$ cat config.mk
export PLATFORM = sky130hd
export DESIGN_NAME = lcdfb_seq
export DESIGN_NICKNAME = d
export VERILOG_FILES = /design/src/hw/rtl/lcdfb_pkg.sv /design/src/hw/rtl/lcdfb_seq.sv
export VERILOG_INCLUDE_DIRS = /design/src /design/src/hw/rtl
export SDC_FILE = /design/constraint.sdc
export NUM_CORES = 1
export LEC_CHECK = 0
export BUFFER_PORTS_ARGS = -buffer_cell sky130_fd_sc_hd__clkbuf_2
export CAP_MARGIN = 25
export CORE_MARGIN = 5
export CORE_UTILIZATION = 51
export CTS_CLUSTER_DIAMETER = 80
export DETAILED_ROUTE_END_ITERATION = 10
export PLACE_DENSITY = 0.9
export REMOVE_ABC_BUFFERS = 1
export SYNTH_ARGS = -nofsm -noshare
export SYNTH_HDL_FRONTEND = slang
export SYNTH_SLANG_ARGS = --single-unit
$ cat constraint.sdc
create_clock -name clk -period 3.5 [get_ports clk]
set_input_delay 0.7 -clock clk [delete_from_list [all_inputs] [get_ports clk]]
set_output_delay 0.7 -clock clk [all_outputs]
set_load 0.01 [all_outputs]
$ cat src/hw/rtl/assert_macros.svh
// Assertion helpers shared by the RTL. Each expects clk and arst_n in scope.
`ifndef ASSERT_MACROS_SVH
`define ASSERT_MACROS_SVH

// The property must hold at every clock edge outside reset.
`define ASSERT_ALWAYS(label, prop, msg) \
	label: assert property (@(posedge clk) disable iff (!arst_n) (prop)) \
		else $error(msg);

// When the antecedent holds, the consequent must hold in the next cycle.
`define ASSERT_NEXT(label, ante, cons, msg) \
	label: assert property (@(posedge clk) disable iff (!arst_n) (ante) |=> (cons)) \
		else $error(msg);

`endif

$ cat src/hw/rtl/lcdfb_pkg.sv
package lcdfb_pkg;

	localparam int unsigned ROW_BYTES   = 16;
	localparam int unsigned ROWS        = 64;
	localparam int unsigned PIX_COLS    = ROW_BYTES * 8;
	localparam int unsigned FRAME_DEPTH = ROWS * ROW_BYTES;
	localparam int unsigned ADDR_W      = (FRAME_DEPTH > 1) ? $clog2(FRAME_DEPTH) : 1;
	localparam int unsigned COL_W       = $clog2(ROW_BYTES + 1);
	localparam int unsigned EXT_W       = 16;

	localparam logic [7:0] SYNC_CMD  = 8'hF8;
	localparam logic [7:0] SYNC_DATA = 8'hFA;
	localparam logic [7:0] CMD_EXT   = 8'h34;
	localparam logic [7:0] CMD_DISP  = 8'h36;
	localparam logic [7:0] CMD_BASIC = 8'h30;
	localparam logic [7:0] CMD_ADDR  = 8'h80;
	localparam logic [7:0] ROW_MASK  = 8'h1F;

	localparam logic [1:0] OP_DRAW  = 2'd0;
	localparam logic [1:0] OP_FLUSH = 2'd1;
	localparam logic [1:0] OP_CMD   = 2'd2;
	localparam logic [1:0] OP_DATA  = 2'd3;

	typedef logic [4:0] step_t;
	typedef logic [2:0] ld_t;
	typedef logic [2:0] em_t;
	typedef logic [1:0] ls_t;
	typedef logic [2:0] cond_t;
	typedef logic [3:0] flags_t;

	localparam ld_t LD_NONE   = 3'd0;
	localparam ld_t LD_VALUE  = 3'd1;
	localparam ld_t LD_MEM    = 3'd2;
	localparam ld_t LD_K34    = 3'd3;
	localparam ld_t LD_ROW_LO = 3'd4;
	localparam ld_t LD_ROW_HI = 3'd5;
	localparam ld_t LD_K36    = 3'd6;
	localparam ld_t LD_K30    = 3'd7;

	localparam em_t EM_NONE      = 3'd0;
	localparam em_t EM_SYNC_CMD  = 3'd1;
	localparam em_t EM_SYNC_DATA = 3'd2;
	localparam em_t EM_HI        = 3'd3;
	localparam em_t EM_LO        = 3'd4;

	localparam ls_t LS_NO      = 2'd0;
	localparam ls_t LS_YES     = 2'd1;
	localparam ls_t LS_ROW_END = 2'd2;

	localparam cond_t COND_NEXT         = 3'd0;
	localparam cond_t COND_ALWAYS       = 3'd1;
	localparam cond_t COND_DRAW_BAD     = 3'd2;
	localparam cond_t COND_ROW_BAD      = 3'd3;
	localparam cond_t COND_ROW_NZ       = 3'd4;
	localparam cond_t COND_MORE_COLS    = 3'd5;
	localparam cond_t COND_NOT_LAST_ROW = 3'd6;

	localparam flags_t FL_NONE    = 4'b0000;
	localparam flags_t FL_COL_CLR = 4'b0001;
	localparam flags_t FL_COL_INC = 4'b0010;
	localparam flags_t FL_DRAW_RD = 4'b0100;
	localparam flags_t FL_DRAW_WR = 4'b1000;

	localparam step_t S_DRAW_RD     = 5'd0;
	localparam step_t S_DRAW_WR     = 5'd1;
	localparam step_t S_CMD_SYNC    = 5'd2;
	localparam step_t S_ONE_HI      = 5'd3;
	localparam step_t S_ONE_LO      = 5'd4;
	localparam step_t S_DATA_SYNC   = 5'd5;
	localparam step_t S_FL_CHECK    = 5'd6;
	localparam step_t S_FL_ROW0     = 5'd7;
	localparam step_t S_EXT_SYNC    = 5'd8;
	localparam step_t S_EXT_HI      = 5'd9;
	localparam step_t S_EXT_LO      = 5'd10;
	localparam step_t S_ADDR_Y_SYNC = 5'd11;
	localparam step_t S_ADDR_Y_HI   = 5'd12;
	localparam step_t S_ADDR_Y_LO   = 5'd13;
	localparam step_t S_ADDR_X_SYNC = 5'd14;
	localparam step_t S_ADDR_X_HI   = 5'd15;
	localparam step_t S_ADDR_X_LO   = 5'd16;
	localparam step_t S_PIX_SYNC    = 5'd17;
	localparam step_t S_PIX_HI      = 5'd18;
	localparam step_t S_PIX_LO      = 5'd19;
	localparam step_t S_FL_TAIL     = 5'd20;
	localparam step_t S_DISP_SYNC   = 5'd21;
	localparam step_t S_DISP_HI     = 5'd22;
	localparam step_t S_DISP_LO     = 5'd23;
	localparam step_t S_BASIC_SYNC  = 5'd24;
	localparam step_t S_BASIC_HI    = 5'd25;
	localparam step_t S_BASIC_LO    = 5'd26;
	localparam step_t S_LAST        = S_BASIC_LO;

	typedef struct packed {
		ld_t   ld;
		em_t   em;
		ls_t   ls;
		cond_t cond;
		step_t target;
		logic  done;
		logic  col_clr;
		logic  col_inc;
		logic  draw_rd;
		logic  draw_wr;
	} ctl_t;

	typedef struct packed {
		ctl_t ctl;
		logic go;
	} step_cmd_t;

	typedef struct packed {
		logic draw_bad;
		logic row_bad;
		logic row_nz;
		logic more_cols;
		logic last_row;
		logic clearing;
		logic out_full;
	} status_t;

	function automatic ctl_t mk(input ld_t ld, input em_t em, input ls_t ls,
			input cond_t cond, input step_t target, input logic done,
			input flags_t fl);
		ctl_t c;
		c.ld      = ld;
		c.em      = em;
		c.ls      = ls;
		c.cond    = cond;
		c.target  = target;
		c.done    = done;
		c.col_clr = fl[0];
		c.col_inc = fl[1];
		c.draw_rd = fl[2];
		c.draw_wr = fl[3];
		return c;
	endfunction

	// The control program. A taken branch with done set ends the item.
	function automatic ctl_t ucode(input step_t pc);
		ctl_t c;
		case (pc)
			S_DRAW_RD:     c = mk(LD_NONE, EM_NONE, LS_NO, COND_DRAW_BAD, S_DRAW_RD,
					1'b1, FL_DRAW_RD);
			S_DRAW_WR:     c = mk(LD_NONE, EM_NONE, LS_NO, COND_ALWAYS, S_DRAW_RD,
					1'b1, FL_DRAW_RD | FL_DRAW_WR);
			S_CMD_SYNC:    c = mk(LD_VALUE, EM_SYNC_CMD, LS_NO, COND_NEXT, S_DRAW_RD,
					1'b0, FL_NONE);
			S_ONE_HI:      c = mk(LD_NONE, EM_HI, LS_NO, COND_NEXT, S_DRAW_RD, 1'b0, FL_NONE);
			S_ONE_LO:      c = mk(LD_NONE, EM_LO, LS_YES, COND_ALWAYS, S_DRAW_RD, 1'b1,
					FL_NONE);
			S_DATA_SYNC:   c = mk(LD_VALUE, EM_SYNC_DATA, LS_NO, COND_ALWAYS, S_ONE_HI,
					1'b0, FL_NONE);
			S_FL_CHECK:    c = mk(LD_NONE, EM_NONE, LS_NO, COND_ROW_BAD, S_DRAW_RD, 1'b1,
					FL_NONE);
			S_FL_ROW0:     c = mk(LD_NONE, EM_NONE, LS_NO, COND_ROW_NZ, S_ADDR_Y_SYNC,
					1'b0, FL_NONE);
			S_EXT_SYNC:    c = mk(LD_K34, EM_SYNC_CMD, LS_NO, COND_NEXT, S_DRAW_RD, 1'b0,
					FL_NONE);
			S_EXT_HI:      c = mk(LD_NONE, EM_HI, LS_NO, COND_NEXT, S_DRAW_RD, 1'b0, FL_NONE);
			S_EXT_LO:      c = mk(LD_NONE, EM_LO, LS_NO, COND_NEXT, S_DRAW_RD, 1'b0, FL_NONE);
			S_ADDR_Y_SYNC: c = mk(LD_ROW_LO, EM_SYNC_CMD, LS_NO, COND_NEXT, S_DRAW_RD,
					1'b0, FL_NONE);
			S_ADDR_Y_HI:   c = mk(LD_NONE, EM_HI, LS_NO, COND_NEXT, S_DRAW_RD, 1'b0, FL_NONE);
			S_ADDR_Y_LO:   c = mk(LD_NONE, EM_LO, LS_NO, COND_NEXT, S_DRAW_RD, 1'b0, FL_NONE);
			S_ADDR_X_SYNC: c = mk(LD_ROW_HI, EM_SYNC_CMD, LS_NO, COND_NEXT, S_DRAW_RD,
					1'b0, FL_COL_CLR);
			S_ADDR_X_HI:   c = mk(LD_NONE, EM_HI, LS_NO, COND_NEXT, S_DRAW_RD, 1'b0, FL_NONE);
			S_ADDR_X_LO:   c = mk(LD_NONE, EM_LO, LS_NO, COND_NEXT, S_DRAW_RD, 1'b0, FL_NONE);
			S_PIX_SYNC:    c = mk(LD_MEM, EM_SYNC_DATA, LS_NO, COND_NEXT, S_DRAW_RD, 1'b0,
					FL_COL_INC);
			S_PIX_HI:      c = mk(LD_NONE, EM_HI, LS_NO, COND_NEXT, S_DRAW_RD, 1'b0, FL_NONE);
			S_PIX_LO:      c = mk(LD_NONE, EM_LO, LS_ROW_END, COND_MORE_COLS, S_PIX_SYNC,
					1'b0, FL_NONE);
			S_FL_TAIL:     c = mk(LD_NONE, EM_NONE, LS_NO, COND_NOT_LAST_ROW, S_DRAW_RD,
					1'b1, FL_NONE);
			S_DISP_SYNC:   c = mk(LD_K36, EM_SYNC_CMD, LS_NO, COND_NEXT, S_DRAW_RD, 1'b0,
					FL_NONE);
			S_DISP_HI:     c = mk(LD_NONE, EM_HI, LS_NO, COND_NEXT, S_DRAW_RD, 1'b0, FL_NONE);
			S_DISP_LO:     c = mk(LD_NONE, EM_LO, LS_NO, COND_NEXT, S_DRAW_RD, 1'b0, FL_NONE);
			S_BASIC_SYNC:  c = mk(LD_K30, EM_SYNC_CMD, LS_NO, COND_NEXT, S_DRAW_RD, 1'b0,
					FL_NONE);
			S_BASIC_HI:    c = mk(LD_NONE, EM_HI, LS_NO, COND_NEXT, S_DRAW_RD, 1'b0, FL_NONE);
			S_BASIC_LO:    c = mk(LD_NONE, EM_LO, LS_YES, COND_ALWAYS, S_DRAW_RD, 1'b1,
					FL_NONE);
			default:       c = mk(LD_NONE, EM_NONE, LS_NO, COND_ALWAYS, S_DRAW_RD, 1'b1,
					FL_NONE);
		endcase
		return c;
	endfunction

	function automatic step_t entry(input logic [1:0] opcode);
		step_t s;
		case (opcode)
			OP_DRAW:  s = S_DRAW_RD;
			OP_FLUSH: s = S_FL_CHECK;
			OP_CMD:   s = S_CMD_SYNC;
			OP_DATA:  s = S_DATA_SYNC;
			default:  s = S_DRAW_RD;
		endcase
		return s;
	endfunction

endpackage

$ cat src/hw/rtl/lcdfb_seq.sv
`include "assert_macros.svh"

module lcdfb_seq (
	input  logic                 clk,
	input  logic                 arst_n,
	input  logic                 in_valid,
	input  logic [1:0]           opcode,
	input  lcdfb_pkg::status_t   st,
	output logic                 in_ready,
	output lcdfb_pkg::step_cmd_t cmd
);

	logic               busy_q;
	lcdfb_pkg::step_t   pc_q;
	lcdfb_pkg::ctl_t    ctl;
	logic               taken;
	logic               advance;
	logic               accept;

	assign ctl      = lcdfb_pkg::ucode(pc_q);
	assign in_ready = !busy_q && !st.clearing;
	assign accept   = in_valid && in_ready;
	assign advance  = !((ctl.em != lcdfb_pkg::EM_NONE) && st.out_full);

	always_comb begin
		case (ctl.cond)
			lcdfb_pkg::COND_NEXT:         taken = 1'b0;
			lcdfb_pkg::COND_ALWAYS:       taken = 1'b1;
			lcdfb_pkg::COND_DRAW_BAD:     taken = st.draw_bad;
			lcdfb_pkg::COND_ROW_BAD:      taken = st.row_bad;
			lcdfb_pkg::COND_ROW_NZ:       taken = st.row_nz;
			lcdfb_pkg::COND_MORE_COLS:    taken = st.more_cols;
			lcdfb_pkg::COND_NOT_LAST_ROW: taken = !st.last_row;
			default:                      taken = 1'b0;
		endcase
	end

	assign cmd.ctl = ctl;
	assign cmd.go  = busy_q && advance;

	always_ff @(posedge clk or negedge arst_n) begin
		if (!arst_n) begin
			busy_q <= 1'b0;
			pc_q   <= lcdfb_pkg::S_DRAW_RD;
		end else if (accept) begin
			busy_q <= 1'b1;
			pc_q   <= lcdfb_pkg::entry(opcode);
		end else if (busy_q && advance) begin
			if (taken && ctl.done) begin
				busy_q <= 1'b0;
			end else if (taken) begin
				pc_q <= ctl.target;
			end else begin
				pc_q <= pc_q + 5'd1;
			end
		end
	end

	`ASSERT_ALWAYS(a_pc_in_program, !busy_q || (pc_q <= lcdfb_pkg::S_LAST),
		"sequencer ran past the end of the program")
	`ASSERT_NEXT(a_stall_holds, busy_q && !advance, busy_q && $stable(pc_q),
		"sequencer moved while its link byte was blocked")
	`ASSERT_NEXT(a_done_ends, busy_q && advance && taken && ctl.done, !busy_q,
		"item did not end on a finishing branch")

endmodule

==> reports/qor.csv <==
stage;metric;value;unit
floorplanning;core area;0.00215;sq mm
hold_path;Min-Delay Path Class;in -> async;
layout;Syn-to-layout area delta;16.8;%
layout;Antenna Diode Count;0;
sta;Final Skew;0.00351;ns
cts;htree depth;1;
layout;post-layout util;60.7;%
power;NetSw;581;uW
worst_setup_path;Largest delay share family, worst path;simple AND/OR/NAND/NOR gates;
global_routing;antenna violations before repair;0;
power;Comb power frac;81.6;%
placement;RePlAce Congestion;0.896;
yosys;post-synthesis sequential area ratio;13.5;%
worst_setup_path;worst setup path startpoint;pc_q[1];
yosys;Synth Instances;148;
sta;Final period util;96.0;%
run;maxcap violations;0;
placement;HPWL after DPL;2460;um
worst_setup_path;critical path class;reg -> out;
power;peak supply drop;504;uV
floorplanning;die extent in y;56.8;um
detailed_routing;Via Count;1225;
detailed_routing;Remaining DRCs;0;
sta;RSZ-0062 raised after global routing;false;
worst_setup_path;type of origin of the critical path;flip-flop;
floorplanning;die width;56.8;um
global_routing;pin count of the biggest net entering global routing;22;
cts;CTS tree;built;
power;sequential share of power;12.6;%
global_routing;total global routing overflow;0;
cts;CTS clk-pin slew, worst paths;0.04;ns
layout;most common cell after layout, fill and taps aside;clkbuf_2;
worst_setup_path;CP bufs+invs;1;
worst_setup_path;crit path max fanout;10;
floorplanning;Site Rows;17;
yosys;Yosys reg bits;6;
sta;Final Hold Vio Count;0;
layout;most frequent cells in the layout;clkbuf_2 (33), nand2_1 (19), inv_1 (12);
global_routing;vias in the first global route;1243;
floorplanning;Ports;35;
cts;clock buffer depth;2;
sta;Slew Limit Fails;0;
sta;fin crit period;3.36;ns
cts;clock sinks;6;
layout;layout cell share with drive strength beyond 1;31.1;%
cts;latest clock arrival within the worst-skew pair;0.24;ns
sta;Fmax;0.298;GHz
floorplanning;Initial Utilization;52.0;%
global_routing;gr usage total;19.5;%
worst_setup_path;Cell Chain, Critical Path;ha_1 -> nor2b_1 -> or2_0 -> mux4_2 -> o41ai_2 -> and2_4 -> clkbuf_2;
yosys;warnings from Yosys;0;
power;PwrDens;827;mW/mm^2
placement;placed cell area;0.00128;sq mm
yosys;Synth Flop Type;dfrtp_1;
detailed_routing;routed length per placed instance;15.0;um
cts;CTS Buf Count;3;
worst_setup_path;critical path arrival;2.66;ns
placement;Port Buffers;33;
worst_setup_path;r2r worst-path depth;8;
worst_setup_path;r2r endpoint;pc_q[1];
detailed_routing;post-DR vias/cell;5.98;
yosys;synthesized area;0.00112;sq mm
cts;Root Buffer;clkbuf_4;
layout;fin area;0.00130;sq mm
yosys;EDFF count, synth;0;
worst_setup_path;slowest stage delay, CP;0.49;ns
yosys;Post-Syn Area per Cell;7.54;sq um
sta;slew margin rel.;66.7;%
layout;Final #Nets;200;
worst_setup_path;Setup crit end kind;output pin;
worst_setup_path;R2R Setup Slk;0.78;ns
detailed_routing;Post-DRT Antenna Nets;0;
yosys;Cell variety after synth;49;
power;total power draw;1.08;mW
worst_setup_path;Worst Path Required;2.80;ns
sta;worst-margin pin slew;0.498;ns
power;Clk pwr share;5.8;%
power;cell leakage power;0.636;nW
outcome;status;finished clean;
cts;CTS Hold Bufs;0;
detailed_routing;drt pass-1 iters;4;
sta;Final setup viols;0;
detailed_routing;drt initial violations;54;
worst_setup_path;reg2reg start;pc_q[1];
yosys;fraction of registers with async set/reset;100;%
power;Int Power;497;uW
detailed_routing;Routed WL;3080;um
sta;Setup TNS Final;0;ns
worst_setup_path;Worst path slowest cell;mux4_2;
global_routing;first-pass GRT wire length;5200;um
floorplanning;total die area;0.00322;sq mm
layout;filler instances;204;
power;net switching fraction of the power;53.9;%
-- routing by layer --
layer / track usage, % / part of all wire, % / vias up / routed length, um
met5: 0 / 0 / - / 0
met4: 11.6 / 4.4 / 0 / 134
met3: 3.22 / 7.9 / 19 / 244
met1: 21.9 / 40 / 550 / 1220
met2: 34.0 / 48 / 71 / 1480
li1: - / - / 585 / -
-- through the flow --
step           hold WS (ns)  setup WS, ns  instances
6_report              0.268         0.142        205
5_1_grt               0.268        0.0323        205
4_1_cts               0.269        0.0203        205
3_5_place_dp          0.530         0.283        202
3_3_place_gp          0.530         0.412        202
2_1_floorplan         0.404         0.472        137
-- state kept, by name, summed over array words and instances, names as in the netlist --
register and cells:
busy_q 1, pc_q 5
-- area by class of cell --
cell class / count / area, sq um / share of cell area, %
tap: 28 / 35.0 / 2.69
clock buffer: 3 / 22.5 / 1.73
sequential: 6 / 151 / 11.6
timing repair buffer: 37 / 195 / 15.0
multi-input combinational: 119 / 855 / 65.5
inverter: 12 / 45.0 / 3.45
-- repair_timing --
item / 4_1_cts / 5_1_grt
setup buffers: 0 / 0
gates resized for setup: 0 / 3
setup endpoints to repair: 0 / 1
-- power groups by stage --
| stage | combinational, mW | sequential [mW] | clock (mW) |
|---|---|---|---|
| 5_1_grt | 0.969 | 0.140 | 0.0702 |
| 2_1_floorplan | 0.575 | 0.164 | 0 |
| 6_report | 0.880 | 0.135 | 0.0625 |
| 3_3_place_gp | 0.839 | 0.131 | 0 |
| 3_5_place_dp | 0.866 | 0.134 | 0 |
| 4_1_cts | 0.871 | 0.133 | 0.0648 |
-- logic make-up after synthesis --
logic type | after synthesis | synth area share, %
other | 1 | 0.336
xor gates and xnor gates | 2 | 1.57
AOI/OAI and AO/OA | 40 | 26.8
buffers and inverters | 23 | 10.2
and+or+nand+nor | 57 | 27.4
adders and majority gates | 9 | 10.1
muxes | 10 | 10.2
DFF | 6 | 13.5
-- Yosys cell counts, types with 3 or more instances --
cell,instances,share of area [%]
o21ai_0,10,4.5
buf_2,4,1.8
ha_1,9,10
inv_1,12,4.0
o221ai_1,3,2.4
o21a_1,3,2.0
nand2_1,19,6.4
nor2_1,6,2.0
dfrtp_1,6,13
o211ai_1,3,2.0
nand3b_1,3,2.0
or2_2,3,1.7
mux2i_1,8,7.2
a21oi_1,7,3.1
nand2b_1,3,1.7
nand3_1,5,2.2
nor2b_1,3,1.7
-- worst max path at each step --
stage               slack, ns  cells past startpoint  endpoint
floorplan                0.47                      7    cmd[0]
CTS                      0.02                      7    cmd[0]
detailed placement       0.28                      7    cmd[0]
finish                   0.14                      7    cmd[0]
global placement         0.41                      7    cmd[0]
global route             0.03                      7    cmd[0]
(Power assumes the default switching activity.)
